--- config.mk ---
export PLATFORM = sky130hd
export DESIGN_NAME = rgb_led_fade_controller_top
export DESIGN_NICKNAME = d
export VERILOG_FILES = /design/src/rtl/rlfc_pkg.sv /design/src/rtl/rgb_led_fade_controller_top.sv /design/src/rtl/rlfc_cfg_regs.sv /design/src/rtl/rlfc_core.sv /design/src/rtl/rlfc_out_reg.sv
export VERILOG_INCLUDE_DIRS = /design/src /design/src/rtl
export SDC_FILE = /design/constraint.sdc
export NUM_CORES = 1
export LEC_CHECK = 0
export BUFFER_PORTS_ARGS = -buffer_cell sky130_fd_sc_hd__buf_2
export CAP_MARGIN = 20
export CORE_MARGIN = 2
export CORE_UTILIZATION = 40
export CTS_BUF_LIST = sky130_fd_sc_hd__clkbuf_2
export DETAILED_ROUTE_END_ITERATION = 7
export MAX_ROUTING_LAYER = met4
export PLACE_DENSITY = 0.56
export SKIP_CTS_REPAIR_TIMING = 1
export SYNTH_ARGS = -nofsm -noshare
export SYNTH_HDL_FRONTEND = slang
export SYNTH_SLANG_ARGS = --single-unit
--- constraint.sdc ---
create_clock -name aclk -period 4.7 [get_ports aclk]
set_clock_uncertainty 0.1 [all_clocks]
set_input_delay 0.235 -clock aclk [delete_from_list [all_inputs] [get_ports aclk]]
set_output_delay 0.235 -clock aclk [all_outputs]
set_load 0.03 [all_outputs]
--- src/rtl/rgb_led_fade_controller_top_macros.svh ---
// Assertion helpers for the RTL of the LED fade controller.
// Every use assumes the enclosing module has ports named aclk and aresetn.
`ifndef RGB_LED_FADE_CONTROLLER_TOP_MACROS_SVH
`define RGB_LED_FADE_CONTROLLER_TOP_MACROS_SVH

`ifndef ASSERT_OFF
`define RLFC_ASSERT(lbl, prop, msg) \
    lbl: assert property (@(posedge aclk) disable iff (!aresetn) (prop)) else $error(msg);
`define RLFC_ASSERT_NEXT(lbl, ante, cons, msg) \
    lbl: assert property (@(posedge aclk) disable iff (!aresetn) (ante) |=> (cons)) \
        else $error(msg);
`else
`define RLFC_ASSERT(lbl, prop, msg)
`define RLFC_ASSERT_NEXT(lbl, ante, cons, msg)
`endif

`endif

--- src/rtl/rlfc_pkg.sv ---
`default_nettype none

package rlfc_pkg;

    localparam int LEVEL_BITS_DEF = 8;
    localparam int DELAY_BITS_DEF = 16;
    localparam int ACTION_BITS    = 3;
    localparam int CFG_IDX_BITS   = 3;
    localparam int CFG_DATA_BITS  = 8;
    localparam int NUM_CHANNELS   = 3;
    localparam int FULL_SCALE     = 255;

    typedef enum logic [ACTION_BITS-1:0] {
        ACT_TICK  = 3'd0,
        ACT_SET   = 3'd1,
        ACT_FADE  = 3'd2,
        ACT_OFF   = 3'd3,
        ACT_ON    = 3'd4,
        ACT_ONOFF = 3'd5
    } action_t;

    localparam logic [CFG_IDX_BITS-1:0] CFG_MIN_RED   = 3'd0;
    localparam logic [CFG_IDX_BITS-1:0] CFG_MIN_GREEN = 3'd1;
    localparam logic [CFG_IDX_BITS-1:0] CFG_MIN_BLUE  = 3'd2;
    localparam logic [CFG_IDX_BITS-1:0] CFG_MAX_RED   = 3'd3;
    localparam logic [CFG_IDX_BITS-1:0] CFG_MAX_GREEN = 3'd4;
    localparam logic [CFG_IDX_BITS-1:0] CFG_MAX_BLUE  = 3'd5;

endpackage

`default_nettype wire

--- src/rtl/rgb_led_fade_controller_top.sv ---
// Three-channel LED level controller with linear fade. Each input word carries one
// command (tick, set levels, fade, all off, all on, per-channel on/off) and produces
// exactly one result word with the three drive levels after the command, an accepted
// flag and a fading flag. Set and fade are carried out only when every value lies in
// the channel's [min, max] window from the configuration registers; a fade then moves
// each channel one count toward its target on a tick, the first step on the first
// tick after the command and later steps every max(1, fade_delay) ticks. The block
// takes one word per clock: the command is decoded and the new state computed in
// combinational compare-and-step logic, and the result sits in one output register,
// so s_ready stays high as long as that register is empty or being read. The result
// of a word appears on the output in the cycle after the word is accepted. The range
// registers (index 0 to 2 minimum red/green/blue, 3 to 5 maximum) are written through
// cfg_wr_en, cfg_index and cfg_wdata and should only change while no word is in flight.
`default_nettype none

module rgb_led_fade_controller_top #(
    parameter int LEVEL_BITS = rlfc_pkg::LEVEL_BITS_DEF,
    parameter int DELAY_BITS = rlfc_pkg::DELAY_BITS_DEF
) (
    input  wire logic                               aclk,
    input  wire logic                               aresetn,
    // Configuration write port.
    input  wire logic                               cfg_wr_en,
    input  wire logic [rlfc_pkg::CFG_IDX_BITS-1:0]  cfg_index,
    input  wire logic [rlfc_pkg::CFG_DATA_BITS-1:0] cfg_wdata,
    // Command channel.
    input  wire logic                               s_valid,
    output logic                                    s_ready,
    input  wire logic [rlfc_pkg::ACTION_BITS-1:0]   s_action,
    input  wire logic [LEVEL_BITS-1:0]              s_red,
    input  wire logic [LEVEL_BITS-1:0]              s_green,
    input  wire logic [LEVEL_BITS-1:0]              s_blue,
    input  wire logic [DELAY_BITS-1:0]              s_fade_delay,
    // Result channel.
    output logic                                    m_valid,
    input  wire logic                               m_ready,
    output logic [LEVEL_BITS-1:0]                   m_level_red,
    output logic [LEVEL_BITS-1:0]                   m_level_green,
    output logic [LEVEL_BITS-1:0]                   m_level_blue,
    output logic                                    m_accepted,
    output logic                                    m_fading
);
    import rlfc_pkg::*;

    localparam int RES_BITS = NUM_CHANNELS * LEVEL_BITS + 2;

    logic [NUM_CHANNELS-1:0][LEVEL_BITS-1:0] min_lvl;
    logic [NUM_CHANNELS-1:0][LEVEL_BITS-1:0] max_lvl;
    logic [NUM_CHANNELS-1:0][LEVEL_BITS-1:0] cmd_val;
    logic [NUM_CHANNELS-1:0][LEVEL_BITS-1:0] res_level;
    logic                                    res_accepted;
    logic                                    res_fading;
    logic                                    cmd_fire;
    logic [RES_BITS-1:0]                     res_word;
    logic [RES_BITS-1:0]                     out_word;

    // The output register frees up in the same cycle its word is taken.
    assign s_ready  = !m_valid || m_ready;
    assign cmd_fire = s_valid && s_ready;

    assign cmd_val[0] = s_red;
    assign cmd_val[1] = s_green;
    assign cmd_val[2] = s_blue;

    rlfc_cfg_regs #(
        .LEVEL_BITS (LEVEL_BITS)
    ) u_cfg (
        .aclk      (aclk),
        .aresetn   (aresetn),
        .cfg_wr_en (cfg_wr_en),
        .cfg_index (cfg_index),
        .cfg_wdata (cfg_wdata),
        .min_lvl   (min_lvl),
        .max_lvl   (max_lvl)
    );

    rlfc_core #(
        .LEVEL_BITS (LEVEL_BITS),
        .DELAY_BITS (DELAY_BITS)
    ) u_core (
        .aclk         (aclk),
        .aresetn      (aresetn),
        .cmd_fire     (cmd_fire),
        .cmd_action   (s_action),
        .cmd_val      (cmd_val),
        .cmd_delay    (s_fade_delay),
        .min_lvl      (min_lvl),
        .max_lvl      (max_lvl),
        .res_level    (res_level),
        .res_accepted (res_accepted),
        .res_fading   (res_fading)
    );

    assign res_word = {res_level, res_accepted, res_fading};

    rlfc_out_reg #(
        .DATA_BITS (RES_BITS)
    ) u_out (
        .aclk      (aclk),
        .aresetn   (aresetn),
        .load      (cmd_fire),
        .load_data (res_word),
        .take      (m_ready),
        .out_valid (m_valid),
        .out_data  (out_word)
    );

    // Unpack in the same order the result word was packed.
    assign m_level_blue  = out_word[2*LEVEL_BITS+2 +: LEVEL_BITS];
    assign m_level_green = out_word[LEVEL_BITS+2   +: LEVEL_BITS];
    assign m_level_red   = out_word[2              +: LEVEL_BITS];
    assign m_accepted    = out_word[1];
    assign m_fading      = out_word[0];

endmodule

`default_nettype wire

--- src/rtl/rlfc_cfg_regs.sv ---
`default_nettype none

module rlfc_cfg_regs #(
    parameter int LEVEL_BITS = rlfc_pkg::LEVEL_BITS_DEF
) (
    input  wire logic                                   aclk,
    input  wire logic                                   aresetn,
    input  wire logic                                   cfg_wr_en,
    input  wire logic [rlfc_pkg::CFG_IDX_BITS-1:0]      cfg_index,
    input  wire logic [rlfc_pkg::CFG_DATA_BITS-1:0]     cfg_wdata,
    output logic [rlfc_pkg::NUM_CHANNELS-1:0][LEVEL_BITS-1:0] min_lvl,
    output logic [rlfc_pkg::NUM_CHANNELS-1:0][LEVEL_BITS-1:0] max_lvl
);
    import rlfc_pkg::*;

    logic [NUM_CHANNELS-1:0][LEVEL_BITS-1:0] min_reg;
    logic [NUM_CHANNELS-1:0][LEVEL_BITS-1:0] max_reg;
    logic [LEVEL_BITS-1:0]                   wval;

    assign wval = LEVEL_BITS'(cfg_wdata);

    always_ff @(posedge aclk) begin
        if (!aresetn) begin
            min_reg <= '0;
            max_reg <= {NUM_CHANNELS{LEVEL_BITS'(FULL_SCALE)}};
        end else if (cfg_wr_en) begin
            unique case (cfg_index)
                CFG_MIN_RED:   min_reg[0] <= wval;
                CFG_MIN_GREEN: min_reg[1] <= wval;
                CFG_MIN_BLUE:  min_reg[2] <= wval;
                CFG_MAX_RED:   max_reg[0] <= wval;
                CFG_MAX_GREEN: max_reg[1] <= wval;
                CFG_MAX_BLUE:  max_reg[2] <= wval;
                default: ;
            endcase
        end
    end

    assign min_lvl = min_reg;
    assign max_lvl = max_reg;

endmodule

`default_nettype wire

--- src/rtl/rlfc_core.sv ---
`default_nettype none

`include "rgb_led_fade_controller_top_macros.svh"

module rlfc_core #(
    parameter int LEVEL_BITS = rlfc_pkg::LEVEL_BITS_DEF,
    parameter int DELAY_BITS = rlfc_pkg::DELAY_BITS_DEF
) (
    input  wire logic                                         aclk,
    input  wire logic                                         aresetn,
    input  wire logic                                         cmd_fire,
    input  wire logic [rlfc_pkg::ACTION_BITS-1:0]             cmd_action,
    input  wire logic [rlfc_pkg::NUM_CHANNELS-1:0][LEVEL_BITS-1:0] cmd_val,
    input  wire logic [DELAY_BITS-1:0]                        cmd_delay,
    input  wire logic [rlfc_pkg::NUM_CHANNELS-1:0][LEVEL_BITS-1:0] min_lvl,
    input  wire logic [rlfc_pkg::NUM_CHANNELS-1:0][LEVEL_BITS-1:0] max_lvl,
    output logic [rlfc_pkg::NUM_CHANNELS-1:0][LEVEL_BITS-1:0] res_level,
    output logic                                              res_accepted,
    output logic                                              res_fading
);
    import rlfc_pkg::*;

    localparam logic [LEVEL_BITS-1:0] FULL_LVL = LEVEL_BITS'(FULL_SCALE);

    action_t                                 action;
    logic [NUM_CHANNELS-1:0][LEVEL_BITS-1:0] level_reg, level_next;
    logic [NUM_CHANNELS-1:0][LEVEL_BITS-1:0] target_reg, target_next;
    logic                                    fade_active_reg, fade_active_next;
    logic [DELAY_BITS-1:0]                   step_interval_reg, step_interval_next;
    logic [DELAY_BITS-1:0]                   tick_count_reg, tick_count_next;
    logic [NUM_CHANNELS-1:0][LEVEL_BITS-1:0] stepped;
    logic [NUM_CHANNELS-1:0][LEVEL_BITS-1:0] switched;
    logic [NUM_CHANNELS-1:0]                 in_window;
    logic                                    window_ok;
    logic                                    accepted;

    assign action = action_t'(cmd_action);

    // Per-channel window check, one-count step and on/off decode.
    for (genvar i = 0; i < NUM_CHANNELS; i++) begin : g_chan
        assign in_window[i] = (cmd_val[i] >= min_lvl[i]) && (cmd_val[i] <= max_lvl[i]);
        assign stepped[i]   = (level_reg[i] < target_reg[i]) ? level_reg[i] + 1'b1 :
                              (level_reg[i] > target_reg[i]) ? level_reg[i] - 1'b1 :
                              level_reg[i];
        assign switched[i]  = (cmd_val[i] != '0) ? FULL_LVL : '0;
    end

    assign window_ok = &in_window;

    always_comb begin
        level_next         = level_reg;
        target_next        = target_reg;
        fade_active_next   = fade_active_reg;
        step_interval_next = step_interval_reg;
        tick_count_next    = tick_count_reg;
        accepted           = 1'b1;
        unique case (action)
            ACT_TICK: begin
                if (fade_active_reg) begin
                    if (tick_count_reg == '0) begin
                        level_next       = stepped;
                        fade_active_next = (stepped != target_reg);
                        tick_count_next  = step_interval_reg - 1'b1;
                    end else begin
                        tick_count_next  = tick_count_reg - 1'b1;
                    end
                end
            end
            ACT_SET: begin
                if (window_ok) begin
                    level_next       = cmd_val;
                    target_next      = cmd_val;
                    fade_active_next = 1'b0;
                end else begin
                    accepted = 1'b0;
                end
            end
            ACT_FADE: begin
                if (window_ok) begin
                    target_next        = cmd_val;
                    step_interval_next = (cmd_delay == '0) ? DELAY_BITS'(1) : cmd_delay;
                    tick_count_next    = '0;
                    fade_active_next   = (level_reg != cmd_val);
                end else begin
                    accepted = 1'b0;
                end
            end
            ACT_OFF: begin
                level_next       = '0;
                fade_active_next = 1'b0;
            end
            ACT_ON: begin
                level_next       = {NUM_CHANNELS{FULL_LVL}};
                fade_active_next = 1'b0;
            end
            ACT_ONOFF: begin
                level_next       = switched;
                fade_active_next = 1'b0;
            end
            default: begin
                accepted = 1'b0;
            end
        endcase
    end

    always_ff @(posedge aclk) begin
        if (!aresetn) begin
            level_reg         <= '0;
            target_reg        <= '0;
            fade_active_reg   <= 1'b0;
            step_interval_reg <= '0;
            tick_count_reg    <= '0;
        end else if (cmd_fire) begin
            level_reg         <= level_next;
            target_reg        <= target_next;
            fade_active_reg   <= fade_active_next;
            step_interval_reg <= step_interval_next;
            tick_count_reg    <= tick_count_next;
        end
    end

    assign res_level    = level_next;
    assign res_accepted = accepted;
    assign res_fading   = fade_active_next;

    // A running fade always has somewhere left to go.
    `RLFC_ASSERT(a_fade_not_at_target, !fade_active_reg || (level_reg != target_reg), "fade active at target")
    // The tick countdown never reaches the step interval during a fade.
    `RLFC_ASSERT(a_tick_below_interval, !fade_active_reg || (tick_count_reg < step_interval_reg), "tick count out of range")
    // All off forces every level to zero and stops the fade.
    `RLFC_ASSERT_NEXT(a_off_clears, cmd_fire && (action == ACT_OFF), (level_reg == '0) && !fade_active_reg, "all off left state behind")

endmodule

`default_nettype wire

--- src/rtl/rlfc_out_reg.sv ---
`default_nettype none

module rlfc_out_reg #(
    parameter int DATA_BITS = 2
) (
    input  wire logic                 aclk,
    input  wire logic                 aresetn,
    input  wire logic                 load,
    input  wire logic [DATA_BITS-1:0] load_data,
    input  wire logic                 take,
    output logic                      out_valid,
    output logic [DATA_BITS-1:0]      out_data
);
    logic                 valid_reg;
    logic [DATA_BITS-1:0] data_reg;

    always_ff @(posedge aclk) begin
        if (!aresetn) begin
            valid_reg <= 1'b0;
        end else if (load) begin
            valid_reg <= 1'b1;
        end else if (take) begin
            valid_reg <= 1'b0;
        end
    end

    always_ff @(posedge aclk) begin
        if (load) begin
            data_reg <= load_data;
        end
    end

    assign out_valid = valid_reg;
    assign out_data  = data_reg;

endmodule

`default_nettype wire
==> flow_metrics.env, run 1 <==
export IMPL_cts_root_buf="sky130_fd_sc_hd__clkbuf_2"
export IMPL_antenna_violating_nets_post_route=0
export IMPL_hold_wc_startpoint="s_fade_delay[15]"
export IMPL_synthesized_netlist_net_count=1535
export IMPL_leakagePower_uw=0.00498
export IMPL_design_power_total_uw=3380
export IMPL_synth_seq_cells=156
export IMPL_hold_path_class="in2reg"
export IMPL_cts_inserted_buffers=17
export IMPL_netlist_area_leader_share_pct=23.9
export IMPL_critical_path_endpoint_type="flop"
export IMPL_cp_required_ps=5200
export IMPL_dpl_hpwl_um=26600
export IMPL_synthArstFlopShare_pct=0
export IMPL_yosys_cell_types_count=79
export IMPL_multi_input_area_mm2=0.00691
export IMPL_power_per_cell_area_mw_per_mm2=266
export IMPL_final_fill_count=2731
export IMPL_cts_tree="done"
export IMPL_synthToLayoutAreaGrowth_pct=16.2
export IMPL_timing_hold_violations_final=0
export IMPL_vias_per_cell=5.73
export IMPL_violations_in_the_final_reports="DRC"
export IMPL_mappedNetlistArea_mm2=0.0109
export IMPL_postRouteWirelength_um=37600
export IMPL_regToRegSetupSlack_ps=700
export IMPL_regToRegStartpoint="u_core.level_reg[8]"
export IMPL_drt_iter0_drc=861
export IMPL_syn_area_cell_um2=7.81
export IMPL_worstSetupStartpointType="flop"
export IMPL_grt_pass1_vias=9747
export IMPL_worst_path_max_delay_cell="sky130_fd_sc_hd__dfxtp_1"
export IMPL_cp_cell_sequence="inv_1 -> ha_1 -> nor2b_1 -> o211ai_2 -> a21oi_1 -> nor2_1 -> a2111oi_2 -> a21oi_1 -> or4_1 -> or4_1 -> a31o_1"
export IMPL_worst_setup_path_type="reg2reg"
export IMPL_synth_yosys_seq_area_share_pct=31.0
export IMPL_power_ir_vdd_worst_mv=0.165
export IMPL_max_frequency_ghz=0.250
export IMPL_fp_dieH_um=169
export IMPL_aggregate_negative_setup_slack_ps=0
export IMPL_rsz0062_at_grt="no"
export IMPL_drc=1
export IMPL_worst_slew_pin_slew_ps=1210
export IMPL_finalCritPeriodShare_pct=85.1
export IMPL_post_route_min_period_ps=4000
export IMPL_floorplan_die_area_mm2=0.0286
export IMPL_std_cell_rows=60
export IMPL_numPortBuffers=86
export IMPL_synth_edff_count=26
export IMPL_synth_cells=1397
export IMPL_synthDominantAreaCellType="sky130_fd_sc_hd__dfxtp_1"
export IMPL_fin_util_pct=47.2
export IMPL_critical_path_max_stage_delay_ps=600
export IMPL_clockBufferDepth=2
export IMPL_global_route_usage_total_pct=26.5
export IMPL_io_pins=87
export IMPL_worst_setup_hold_path_clk_slew_ps=290
export IMPL_worst_path_max_fanout=9
export IMPL_cts_sink_count=156
export IMPL_dr_total_vias=10800
export IMPL_core_mm2=0.0269
export IMPL_detail_route_first_pass_iterations=8
export IMPL_synth_ff_type="sky130_fd_sc_hd__dfxtp_1"
export IMPL_setup_viol_count_final=0
export IMPL_cts_htree_levels=4
export IMPL_timing_final_max_slew_violations=0
export IMPL_gp_congestion=0.982
export IMPL_initial_antenna_violation_count=2
export IMPL_critical_path_top_delay_family="simple AND/OR/NAND/NOR gates"
export IMPL_detail_route_wl_per_cell_um=20.0
export IMPL_outcome="complete, but fails checks"
export IMPL_post_synth_main_area_contributors="sky130_fd_sc_hd__dfxtp_1 (24%), sky130_fd_sc_hd__ha_1 (9.1%), sky130_fd_sc_hd__edfxtp_1 (7.2%)"
export IMPL_clkLatencyLatePin_ps=800
export IMPL_grt_max_degree=51
export IMPL_first_pass_grt_wire_length_um=57300
export IMPL_design_final_nets=1666
export IMPL_largest_register_ffs=26
export IMPL_yosys_warnings=0
export IMPL_critPathBufInv=1
export IMPL_die_w_um=169
export IMPL_critPathLaunch="u_core.level_reg[8]"
export IMPL_max_cap_viol_count=0
export IMPL_grt_overflow=0
export IMPL_sequential_cell_area_mm2=0.00338
export IMPL_post_route_cells_drive_above_1_share_pct=11.7
export IMPL_floorplan_initialDensity_pct=40.6
export IMPL_slew_limit_headroom_pct=18.9
export IMPL_worst_ep_arrival_time_ps=4510
[final timing paths]
kind	endpoint	cells past startpoint
setup / recovery	u_out.out_data[0]	11
hold / removal	u_core.step_interval_reg[15]	4
setup reg to reg	u_out.out_data[0]	11
hold reg to reg	u_cfg.min_lvl[20]	2
[placed cells by master, fill, tap and decap left out, types with 26 or more instances in the layout]
cell                            instances
sky130_fd_sc_hd__dlygate4sd3_1         76
sky130_fd_sc_hd__inv_1                 88
sky130_fd_sc_hd__dfxtp_1              130
sky130_fd_sc_hd__edfxtp_1              26
sky130_fd_sc_hd__o211ai_1              38
sky130_fd_sc_hd__o21ai_0               68
sky130_fd_sc_hd__nor2_1               113
sky130_fd_sc_hd__buf_2                 86
sky130_fd_sc_hd__a21oi_1              142
sky130_fd_sc_hd__mux2i_1               31
sky130_fd_sc_hd__xor2_1                34
sky130_fd_sc_hd__nor3_1                38
sky130_fd_sc_hd__nand2_1              183
sky130_fd_sc_hd__xnor2_1               41
sky130_fd_sc_hd__ha_1                  79
[layer usage]
metal	up-vias	GRT usage, %	part of all wire [%]
met5	-	-	0
met1	5160	36.1	47
li1	5276	-	-
met3	41	3.75	5.0
met4	0	6.73	2.1
met2	318	41.7	46
[per-stage QoR]
stage / worst slack [ps] / std cells / area (um^2) / hold WS [ps]
floorplan: 1170 / 1397 / 10900 / 264
global placement: 868 / 1772 / 11700 / 343
detailed placement: 726 / 1772 / 11700 / 347
CTS: 766 / 1803 / 11900 / -511
global route: 467 / 1883 / 12700 / 3.72
finish: 698 / 1883 / 12700 / 98.2
[tightest hold or removal path, cell delays in order]
cell and delay (ps):
sky130_fd_sc_hd__dlygate4sd3_1 530, sky130_fd_sc_hd__buf_2 130, sky130_fd_sc_hd__nand2_1 50, sky130_fd_sc_hd__a21oi_1 50
[synth_stat cells, types with 5 or more instances]
| master | number |
|---|---|
| sky130_fd_sc_hd__o211ai_1 | 38 |
| sky130_fd_sc_hd__a21boi_0 | 6 |
| sky130_fd_sc_hd__inv_1 | 88 |
| sky130_fd_sc_hd__a21oi_1 | 142 |
| sky130_fd_sc_hd__o221a_2 | 5 |
| sky130_fd_sc_hd__ha_1 | 79 |
| sky130_fd_sc_hd__nand2b_1 | 14 |
| sky130_fd_sc_hd__o22ai_1 | 12 |
| sky130_fd_sc_hd__nand3_1 | 23 |
| sky130_fd_sc_hd__xnor2_1 | 41 |
| sky130_fd_sc_hd__a31oi_1 | 10 |
| sky130_fd_sc_hd__or2_2 | 9 |
| sky130_fd_sc_hd__nor3_1 | 39 |
| sky130_fd_sc_hd__clkbuf_1 | 59 |
| sky130_fd_sc_hd__nor2_1 | 116 |
| sky130_fd_sc_hd__nand4b_1 | 5 |
| sky130_fd_sc_hd__nand2_1 | 183 |
| sky130_fd_sc_hd__o21a_1 | 22 |
| sky130_fd_sc_hd__dfxtp_1 | 130 |
| sky130_fd_sc_hd__o21ai_0 | 68 |
| sky130_fd_sc_hd__a22o_1 | 5 |
| sky130_fd_sc_hd__and2_1 | 8 |
| sky130_fd_sc_hd__o211a_1 | 5 |
| sky130_fd_sc_hd__o31ai_1 | 5 |
| sky130_fd_sc_hd__o21ai_1 | 5 |
| sky130_fd_sc_hd__a2111oi_0 | 6 |
| sky130_fd_sc_hd__a211oi_1 | 16 |
| sky130_fd_sc_hd__mux2i_1 | 31 |
| sky130_fd_sc_hd__buf_2 | 10 |
| sky130_fd_sc_hd__a21o_1 | 11 |
| sky130_fd_sc_hd__and3_1 | 6 |
| sky130_fd_sc_hd__nor2b_1 | 15 |
| sky130_fd_sc_hd__or3_1 | 6 |
| sky130_fd_sc_hd__or4_1 | 9 |
| sky130_fd_sc_hd__nand4_1 | 20 |
| sky130_fd_sc_hd__edfxtp_1 | 26 |
| sky130_fd_sc_hd__nor4_1 | 20 |
| sky130_fd_sc_hd__xor2_1 | 34 |
[final cells by class]
class / instances / area share [%]
Sequential cell: 156 / 26.7
Timing Repair Buffer: 186 / 10.9
Inverter: 91 / 2.69
Multi-Input combinational cell: 1076 / 54.5
Antenna cell: 2 / 0.0395
Tap cell: 341 / 3.36
Clock inverter: 14 / 1.19
Clock buffer: 17 / 0.671
[power breakdown]
group	internal (uW)	switching [uW]	leakage (uW)	total (uW)
combinational	410	691	0.00353	1100
clock	173	616	0.000142	789
sequential	1430	63.1	0.00131	1490
[logic make-up after synthesis]
group,synth area share [%]
simple gates,21.5
buf+inv,5.89
fa+ha+maj,9.06
xor+xnor,6.17
compound gates,23.3
flops,31.0
mux,3.05
Power figures use the tool's default switching activity.
==> run 2: changes to the inputs <==
--- a/config.mk
+++ b/config.mk
@@ -12,6 +12,7 @@
 export CORE_UTILIZATION = 40
 export CTS_BUF_LIST = sky130_fd_sc_hd__clkbuf_2
 export DETAILED_ROUTE_END_ITERATION = 7
+export GPL_TIMING_DRIVEN = 0
 export MAX_ROUTING_LAYER = met4
 export PLACE_DENSITY = 0.56
 export SKIP_CTS_REPAIR_TIMING = 1
==> run 2 against run 1 <==
  * The run now ends clean
  * Wire length grew 6.8%
  * Utilization grew 0.54 points
  * Flip-flop and latch count is the same
  * Worst setup slack lost 600 ps
  * Global-route usage grew 1.9 points
  * Critical path type unchanged
  * Largest power group unchanged
  * Highest routed layer unchanged
==> flow_metrics.env, run 2 (synthesis gave the netlist of run 1 again) <==
export IMPL_final_fill_count=2723
export IMPL_post_route_cells_drive_above_1_share_pct=10.4
export IMPL_std_cell_rows=60
export IMPL_cts_inserted_buffers=17
export IMPL_cts_htree_levels=4
export IMPL_critical_path_endpoint_type="flop"
export IMPL_numPortBuffers=84
export IMPL_fin_ws_ps=97.6
export IMPL_post_route_min_period_ps=4600
export IMPL_max_cap_viol_count=0
export IMPL_postRouteWirelength_um=40100
export IMPL_dp_worst_setup_slack_ps=345
export IMPL_detail_route_wl_per_cell_um=20.7
export IMPL_crit_path_frequent_cell="sky130_fd_sc_hd__nand4_1"
export IMPL_detail_route_first_pass_iterations=6
export IMPL_max_frequency_ghz=0.217
export IMPL_critical_path_max_stage_delay_ps=1000
export IMPL_global_route_usage_total_pct=28.4
export IMPL_grt_pass1_vias=10200
export IMPL_worstSetupStartpointType="flop"
export IMPL_cts_sink_count=156
export IMPL_worst_setup_hold_path_clk_slew_ps=300
export IMPL_leakagePower_uw=0.00501
export IMPL_antenna_violating_nets_post_route=0
export IMPL_power_per_cell_area_mw_per_mm2=276
export IMPL_design_power_total_uw=3540
export IMPL_outcome="complete, no violations"
export IMPL_largest_register_ffs=26
export IMPL_timing_hold_violations_final=0
export IMPL_design_final_nets=1713
export IMPL_io_pins=87
export IMPL_worst_slew_pin_slew_ps=1170
export IMPL_worst_path_max_delay_cell="sky130_fd_sc_hd__a2111oi_0"
export IMPL_power_ir_vdd_worst_mv=0.231
export IMPL_vias_per_cell=5.77
export IMPL_dr_total_vias=11100
export IMPL_rsz0062_at_grt="no"
export IMPL_clockBufferDepth=2
export IMPL_dpl_hpwl_um=29600
export IMPL_drt_iter0_drc=926
export IMPL_setup_viol_count_final=0
export IMPL_gp_congestion=0.970
export IMPL_drc=0
export IMPL_fp_dieH_um=169
export IMPL_grt_overflow=0
export IMPL_synthToLayoutAreaGrowth_pct=17.5
export IMPL_initial_antenna_violation_count=4
export IMPL_cts_root_buf="sky130_fd_sc_hd__clkbuf_2"
export IMPL_floorplan_die_area_mm2=0.0286
export IMPL_most_common_library_cell_in_the_layout_ignoring_fill_and_taps="sky130_fd_sc_hd__nand2_1"
export IMPL_clkLatencyLatePin_ps=820
export IMPL_core_mm2=0.0269
export IMPL_finalCritPeriodShare_pct=97.9
export IMPL_aggregate_negative_setup_slack_ps=0
export IMPL_worst_ep_arrival_time_ps=5090
export IMPL_worst_path_max_fanout=6
export IMPL_cts_tree="done"
export IMPL_worst_setup_path_type="reg2reg"
export IMPL_hold_path_class="in2reg"
export IMPL_timing_final_max_slew_violations=0
export IMPL_grt_max_degree=27
export IMPL_cp_required_ps=5190
export IMPL_most_common_layout_cells="sky130_fd_sc_hd__nand2_1 (183), sky130_fd_sc_hd__a21oi_1 (142), sky130_fd_sc_hd__dfxtp_1 (130)"
export IMPL_slew_limit_headroom_pct=20.2
export IMPL_die_w_um=169
export IMPL_first_pass_grt_wire_length_um=60200
export IMPL_floorplan_initialDensity_pct=40.6
export IMPL_cp_cell_sequence="inv_1 -> ha_1 -> nand4_1 -> or2_2 -> clkbuf_1 -> nand3_1 -> o22ai_1 -> nand2_1 -> o31ai_1 -> a2111oi_0 -> nand4_1 -> or4_1 -> a31o_1"
-- run 2: cell types whose count changed in the layout (fill, tap and decap cells not counted), sizes merged, moves of 2 or more --
| cell | change |
|---|---|
| diode | +2 |
| clkbuf | +58 |
| bufinv | +3 |
| buf | -9 |
| dlygate4sd3 | -2 |
-- run 2: critical path, delay by kind of cell (launching register included) --
family | cells | cell delay [ps]
flops | 1 | 580
compound gates | 4 | 1420
buf+inv | 2 | 330
simple gates | 6 | 1640
fa+ha+maj | 1 | 300
-- run 2: cell type report --
type	instances	area, um^2	share of cell area [%]
multi-input combinational	1076	6890	53.7
sequential	156	3380	26.4
inverter	91	342	2.66
clock buffer	17	85.1	0.663
clock inverter	15	205	1.60
antenna	4	10.0	0.0780
buffer	74	303	2.36
tap	341	427	3.33
timing repair buffer	159	1180	9.21
-- run 2: through the flow --
step	hold slack (ps)	instances	utilization (%)	instance area, um^2
4_1_cts	-516	1855	44.9	12100
5_1_grt	50.2	1933	47.7	12800
3_5_place_dp	348	1823	43.9	11800
3_3_place_gp	343	1822	43.8	11800
6_report	112	1933	47.7	12800
2_1_floorplan	264	1397	-	10900
-- run 2: where the power goes --
| group | leakage (uW) | internal, uW | switching [uW] | total [uW] |
|---|---|---|---|---|
| Combinational | 0.00353 | 413 | 762 | 1170 |
| Clock | 0.000168 | 322 | 589 | 910 |
| Sequential | 0.00131 | 1420 | 30.4 | 1460 |
| Total | 0.00501 | 2160 | 1380 | 3540 |
-- run 2: path summary, 6_finish.rpt --
kind                             start                           end  slack (ps)  depth (start not counted)
setup reg to reg  u_core.target_reg[4]             u_out.out_data[0]         100                         13
hold reg to reg       u_cfg.min_lvl[3]              u_cfg.min_lvl[3]         370                          2
hold / removal        s_fade_delay[12]  u_core.step_interval_reg[12]         110                          4
setup / recovery  u_core.target_reg[4]             u_out.out_data[0]         100                         13
-- run 2: per-layer routing --
layer  global-route usage [%]  vias to the layer above  part of all wire (%)
met3                     5.46                       94                   6.8
met2                     42.9                      455                    45
li1                         -                     5366                     -
met5                        -                        -                     0
met4                     11.1                        0                   3.6
met1                     37.6                     5234                    45
==> run 3: changes to the inputs <==
--- a/config.mk
+++ b/config.mk
@@ -6,15 +6,16 @@
 export SDC_FILE = /design/constraint.sdc
 export NUM_CORES = 1
 export LEC_CHECK = 0
+export ABC_AREA = 1
 export BUFFER_PORTS_ARGS = -buffer_cell sky130_fd_sc_hd__buf_2
 export CAP_MARGIN = 20
 export CORE_MARGIN = 2
-export CORE_UTILIZATION = 40
+export CORE_UTILIZATION = 25
 export CTS_BUF_LIST = sky130_fd_sc_hd__clkbuf_2
 export DETAILED_ROUTE_END_ITERATION = 7
 export GPL_TIMING_DRIVEN = 0
 export MAX_ROUTING_LAYER = met4
-export PLACE_DENSITY = 0.56
+export PLACE_DENSITY_LB_ADDON = 0.3
 export SKIP_CTS_REPAIR_TIMING = 1
 export SYNTH_ARGS = -nofsm -noshare
 export SYNTH_HDL_FRONTEND = slang
==> run 3 against run 2 <==
  * Clock power shrank 11%
  * Flip-flop and latch count is the same
  * Area after synthesis shrank 3.1%
  * Synthesized cell count grew 12%
  * Wire length shrank 2.5%
  * Die area grew 54%
==> flow_metrics.env, run 3 <==
export IMPL_outcome="complete, no violations"
export IMPL_core_mm2=0.0419
export IMPL_cts_root_buf="sky130_fd_sc_hd__clkbuf_2"
export IMPL_die_w_um=210
export IMPL_vias_per_cell=4.87
export IMPL_yosys_warnings=0
export IMPL_yosysMostFrequentCell="sky130_fd_sc_hd__nand2_1"
export IMPL_std_cell_rows=75
export IMPL_timing_hold_violations_final=0
export IMPL_cts_htree_levels=4
export IMPL_largest_register_ffs=26
export IMPL_aggregate_negative_setup_slack_ps=0
export IMPL_place_inst=2186
export IMPL_clockBufferDepth=2
export IMPL_syn_area_cell_um2=6.77
export IMPL_clkLatencyLatePin_ps=910
export IMPL_global_route_usage_total_pct=18.1
export IMPL_leakagePower_uw=0.00571
export IMPL_fin_area_mm2=0.0128
export IMPL_placedInstanceArea_mm2=0.0117
export IMPL_worst_hold_check_slack_ps=60.9
export IMPL_synth_ff_type="sky130_fd_sc_hd__dfxtp_1"
export IMPL_synthToLayoutAreaGrowth_pct=20.8
export IMPL_synthArstFlopShare_pct=0
export IMPL_floorplan_initialDensity_pct=25.3
export IMPL_worst_slew_pin_slew_ps=928
export IMPL_floorplan_die_area_mm2=0.0440
export IMPL_slew_limit_headroom_pct=38.1
export IMPL_detail_route_wl_per_cell_um=17.0
export IMPL_drt_iter0_drc=854
export IMPL_synth_edff_count=26
export IMPL_netlist_area_leader_share_pct=24.6
export IMPL_ys_top_cells_by_count="sky130_fd_sc_hd__nand2_1 (328), sky130_fd_sc_hd__inv_1 (198), sky130_fd_sc_hd__a21oi_1 (160), sky130_fd_sc_hd__nand3_1 (148), sky130_fd_sc_hd__dfxtp_1 (130)"
export IMPL_synth_cells=1561
export IMPL_fin_ws_ps=1150
export IMPL_synthesized_netlist_net_count=1699
export IMPL_post_synth_main_area_contributors="sky130_fd_sc_hd__dfxtp_1 (25%), sky130_fd_sc_hd__nand2_1 (12%), sky130_fd_sc_hd__ha_1 (9.3%)"
export IMPL_critical_path_endpoint_type="flop"
export IMPL_grt_overflow=0
export IMPL_mappedNetlistArea_mm2=0.0106
export IMPL_initial_antenna_violation_count=3
export IMPL_cts_tree="done"
export IMPL_drc=0
export IMPL_antenna_violating_nets_post_route=0
export IMPL_dp_worst_setup_slack_ps=1400
export IMPL_max_cap_viol_count=0
export IMPL_post_route_min_period_ps=3550
export IMPL_detail_route_first_pass_iterations=5
export IMPL_cts_inserted_buffers=17
export IMPL_postRouteWirelength_um=39100
export IMPL_worst_path_max_fanout=10
export IMPL_worst_ep_arrival_time_ps=4250
export IMPL_cts_sink_count=156
export IMPL_dr_total_vias=11200
export IMPL_power_per_cell_area_mw_per_mm2=278
export IMPL_rsz0062_at_grt="no"
export IMPL_worst_setup_path_type="reg2reg"
export IMPL_instances_no_fill=2305
export IMPL_hold_path_class="in2reg"
export IMPL_io_pins=87
export IMPL_worstSetupStartpointType="flop"
export IMPL_setup_viol_count_final=0
export IMPL_fp_dieH_um=210
export IMPL_design_final_nets=1887
export IMPL_synthDominantAreaCellType="sky130_fd_sc_hd__dfxtp_1"
export IMPL_numPortBuffers=85
export IMPL_synth_seq_cells=156
export IMPL_synth_yosys_seq_area_share_pct=32.0
export IMPL_timing_final_max_slew_violations=0
export IMPL_cp_required_ps=5400
export IMPL_worst_setup_hold_path_clk_slew_ps=260
export IMPL_yosys_cell_types_count=42
export IMPL_final_fill_count=4623
export IMPL_max_frequency_ghz=0.282
export IMPL_gp_congestion=0.921
export IMPL_finalCritPeriodShare_pct=75.5
export IMPL_post_route_cells_drive_above_1_share_pct=9.82
export IMPL_power_ir_vdd_worst_mv=0.176
export IMPL_dpl_hpwl_um=28800
export IMPL_most_common_library_cell_in_the_layout_ignoring_fill_and_taps="sky130_fd_sc_hd__nand2_1"
export IMPL_most_common_layout_cells="sky130_fd_sc_hd__nand2_1 (328), sky130_fd_sc_hd__inv_1 (198), sky130_fd_sc_hd__a21oi_1 (160)"
export IMPL_grt_pass1_vias=10400
export IMPL_grt_max_degree=31
export IMPL_first_pass_grt_wire_length_um=59300
==> run 3: changes by cell type in the layout (fill, tap and decap cells not counted), sizes merged, moves of 15 or more <==
| cell | previous run | this run |
|---|---|---|
| nand2 | 183 | 338 |
| nand3 | 23 | 148 |
| inv | 97 | 209 |
| o21ai | 73 | 142 |
| mux2i | 31 | 0 |
| xor2 | 34 | 4 |
| xnor2 | 42 | 16 |
| nor3 | 40 | 15 |
| a21oi | 143 | 164 |
| o21a | 22 | 3 |
| nand3b | 4 | 22 |
| nor2b | 15 | 0 |
==> run 3: path summary, 6_finish.rpt <==
| path | slack [ps] | cells after the start | from | end |
|---|---|---|---|---|
| worst max register to register | 1150 | 15 | u_cfg.min_lvl[15] | u_core.step_interval_reg[10] |
| worst min register to register | 370 | 2 | u_cfg.min_lvl[14] | u_cfg.min_lvl[14] |
| worst min-delay path | 60 | 5 | m_ready | u_out.out_valid |
| worst max-delay path | 1150 | 15 | u_cfg.min_lvl[15] | u_core.step_interval_reg[10] |
==> run 3: final cells by class <==
| class | count | area, um^2 | area share (%) |
|---|---|---|---|
| buffer | 66 | 288 | 2.25 |
| antenna | 5 | 12.5 | 0.0980 |
| sequential | 156 | 3380 | 26.5 |
| tap | 539 | 674 | 5.28 |
| clock inverter | 13 | 141 | 1.11 |
| clock buffer | 18 | 90.1 | 0.705 |
| timing repair buffer | 169 | 1280 | 9.99 |
| multi-input combinational | 1131 | 6120 | 48.0 |
| inverter | 208 | 781 | 6.11 |
==> run 3: cells by family (layout without fill, tap and decap cells) <==
kind of cell | count (synthesis) | count (layout) | share of synthesized area, %
adders and majority gates | 79 | 79 | 9.35
xor gates and xnor gates | 21 | 21 | 1.87
buffers and inverters | 274 | 474 | 10.1
AOI/OAI and AO/OA | 358 | 358 | 18.4
other | 0 | 5 | 0
DFF | 156 | 156 | 32.0
and+or+nand+nor | 673 | 673 | 28.3
==> run 3: layer usage <==
metal  part of all wire, %  vias to the layer above  wire, um  global-route usage (%)
met5                     0                        -         0                       -
met4                   2.8                        0      1110                    7.24
met3                   6.3                       66      2470                    2.66
met2                    45                      381     17700                    28.2
met1                    45                     5174     17800                    23.6
li1                      -                     5613         -                       -
==> run 3: metrics by stage <==
step | power (uW) | util (%)
after floorplan | 2330 | -
after global placement | 2700 | 27.9
after detailed placement | 2710 | 27.9
after CTS | 3530 | 28.5
after global routing | 3800 | 30.5
final | 3560 | 30.5
==> run 3: report_power, final <==
part / internal (uW) / switching (uW) / total [uW]
registers: 1440 / 42.6 / 1480
clock network: 249 / 558 / 807
logic: 415 / 856 / 1270
total: 2100 / 1460 / 3560
==> run 3: worst max-delay path, stage by stage, from the launching register on <==
cell	delay (ps)
sky130_fd_sc_hd__dfxtp_1	360
sky130_fd_sc_hd__inv_1	50
sky130_fd_sc_hd__ha_1	290
sky130_fd_sc_hd__nand2_1	80
sky130_fd_sc_hd__nor2_1	140
sky130_fd_sc_hd__nand4_1	90
sky130_fd_sc_hd__o2111ai_1	90
sky130_fd_sc_hd__o21ai_0	170
sky130_fd_sc_hd__nor2_1	390
sky130_fd_sc_hd__nand2_1	280
sky130_fd_sc_hd__inv_2	160
sky130_fd_sc_hd__nand2_1	250
sky130_fd_sc_hd__buf_2	300
sky130_fd_sc_hd__nand2_1	80
sky130_fd_sc_hd__a21oi_1	50
sky130_fd_sc_hd__dlygate4sd3_1	580
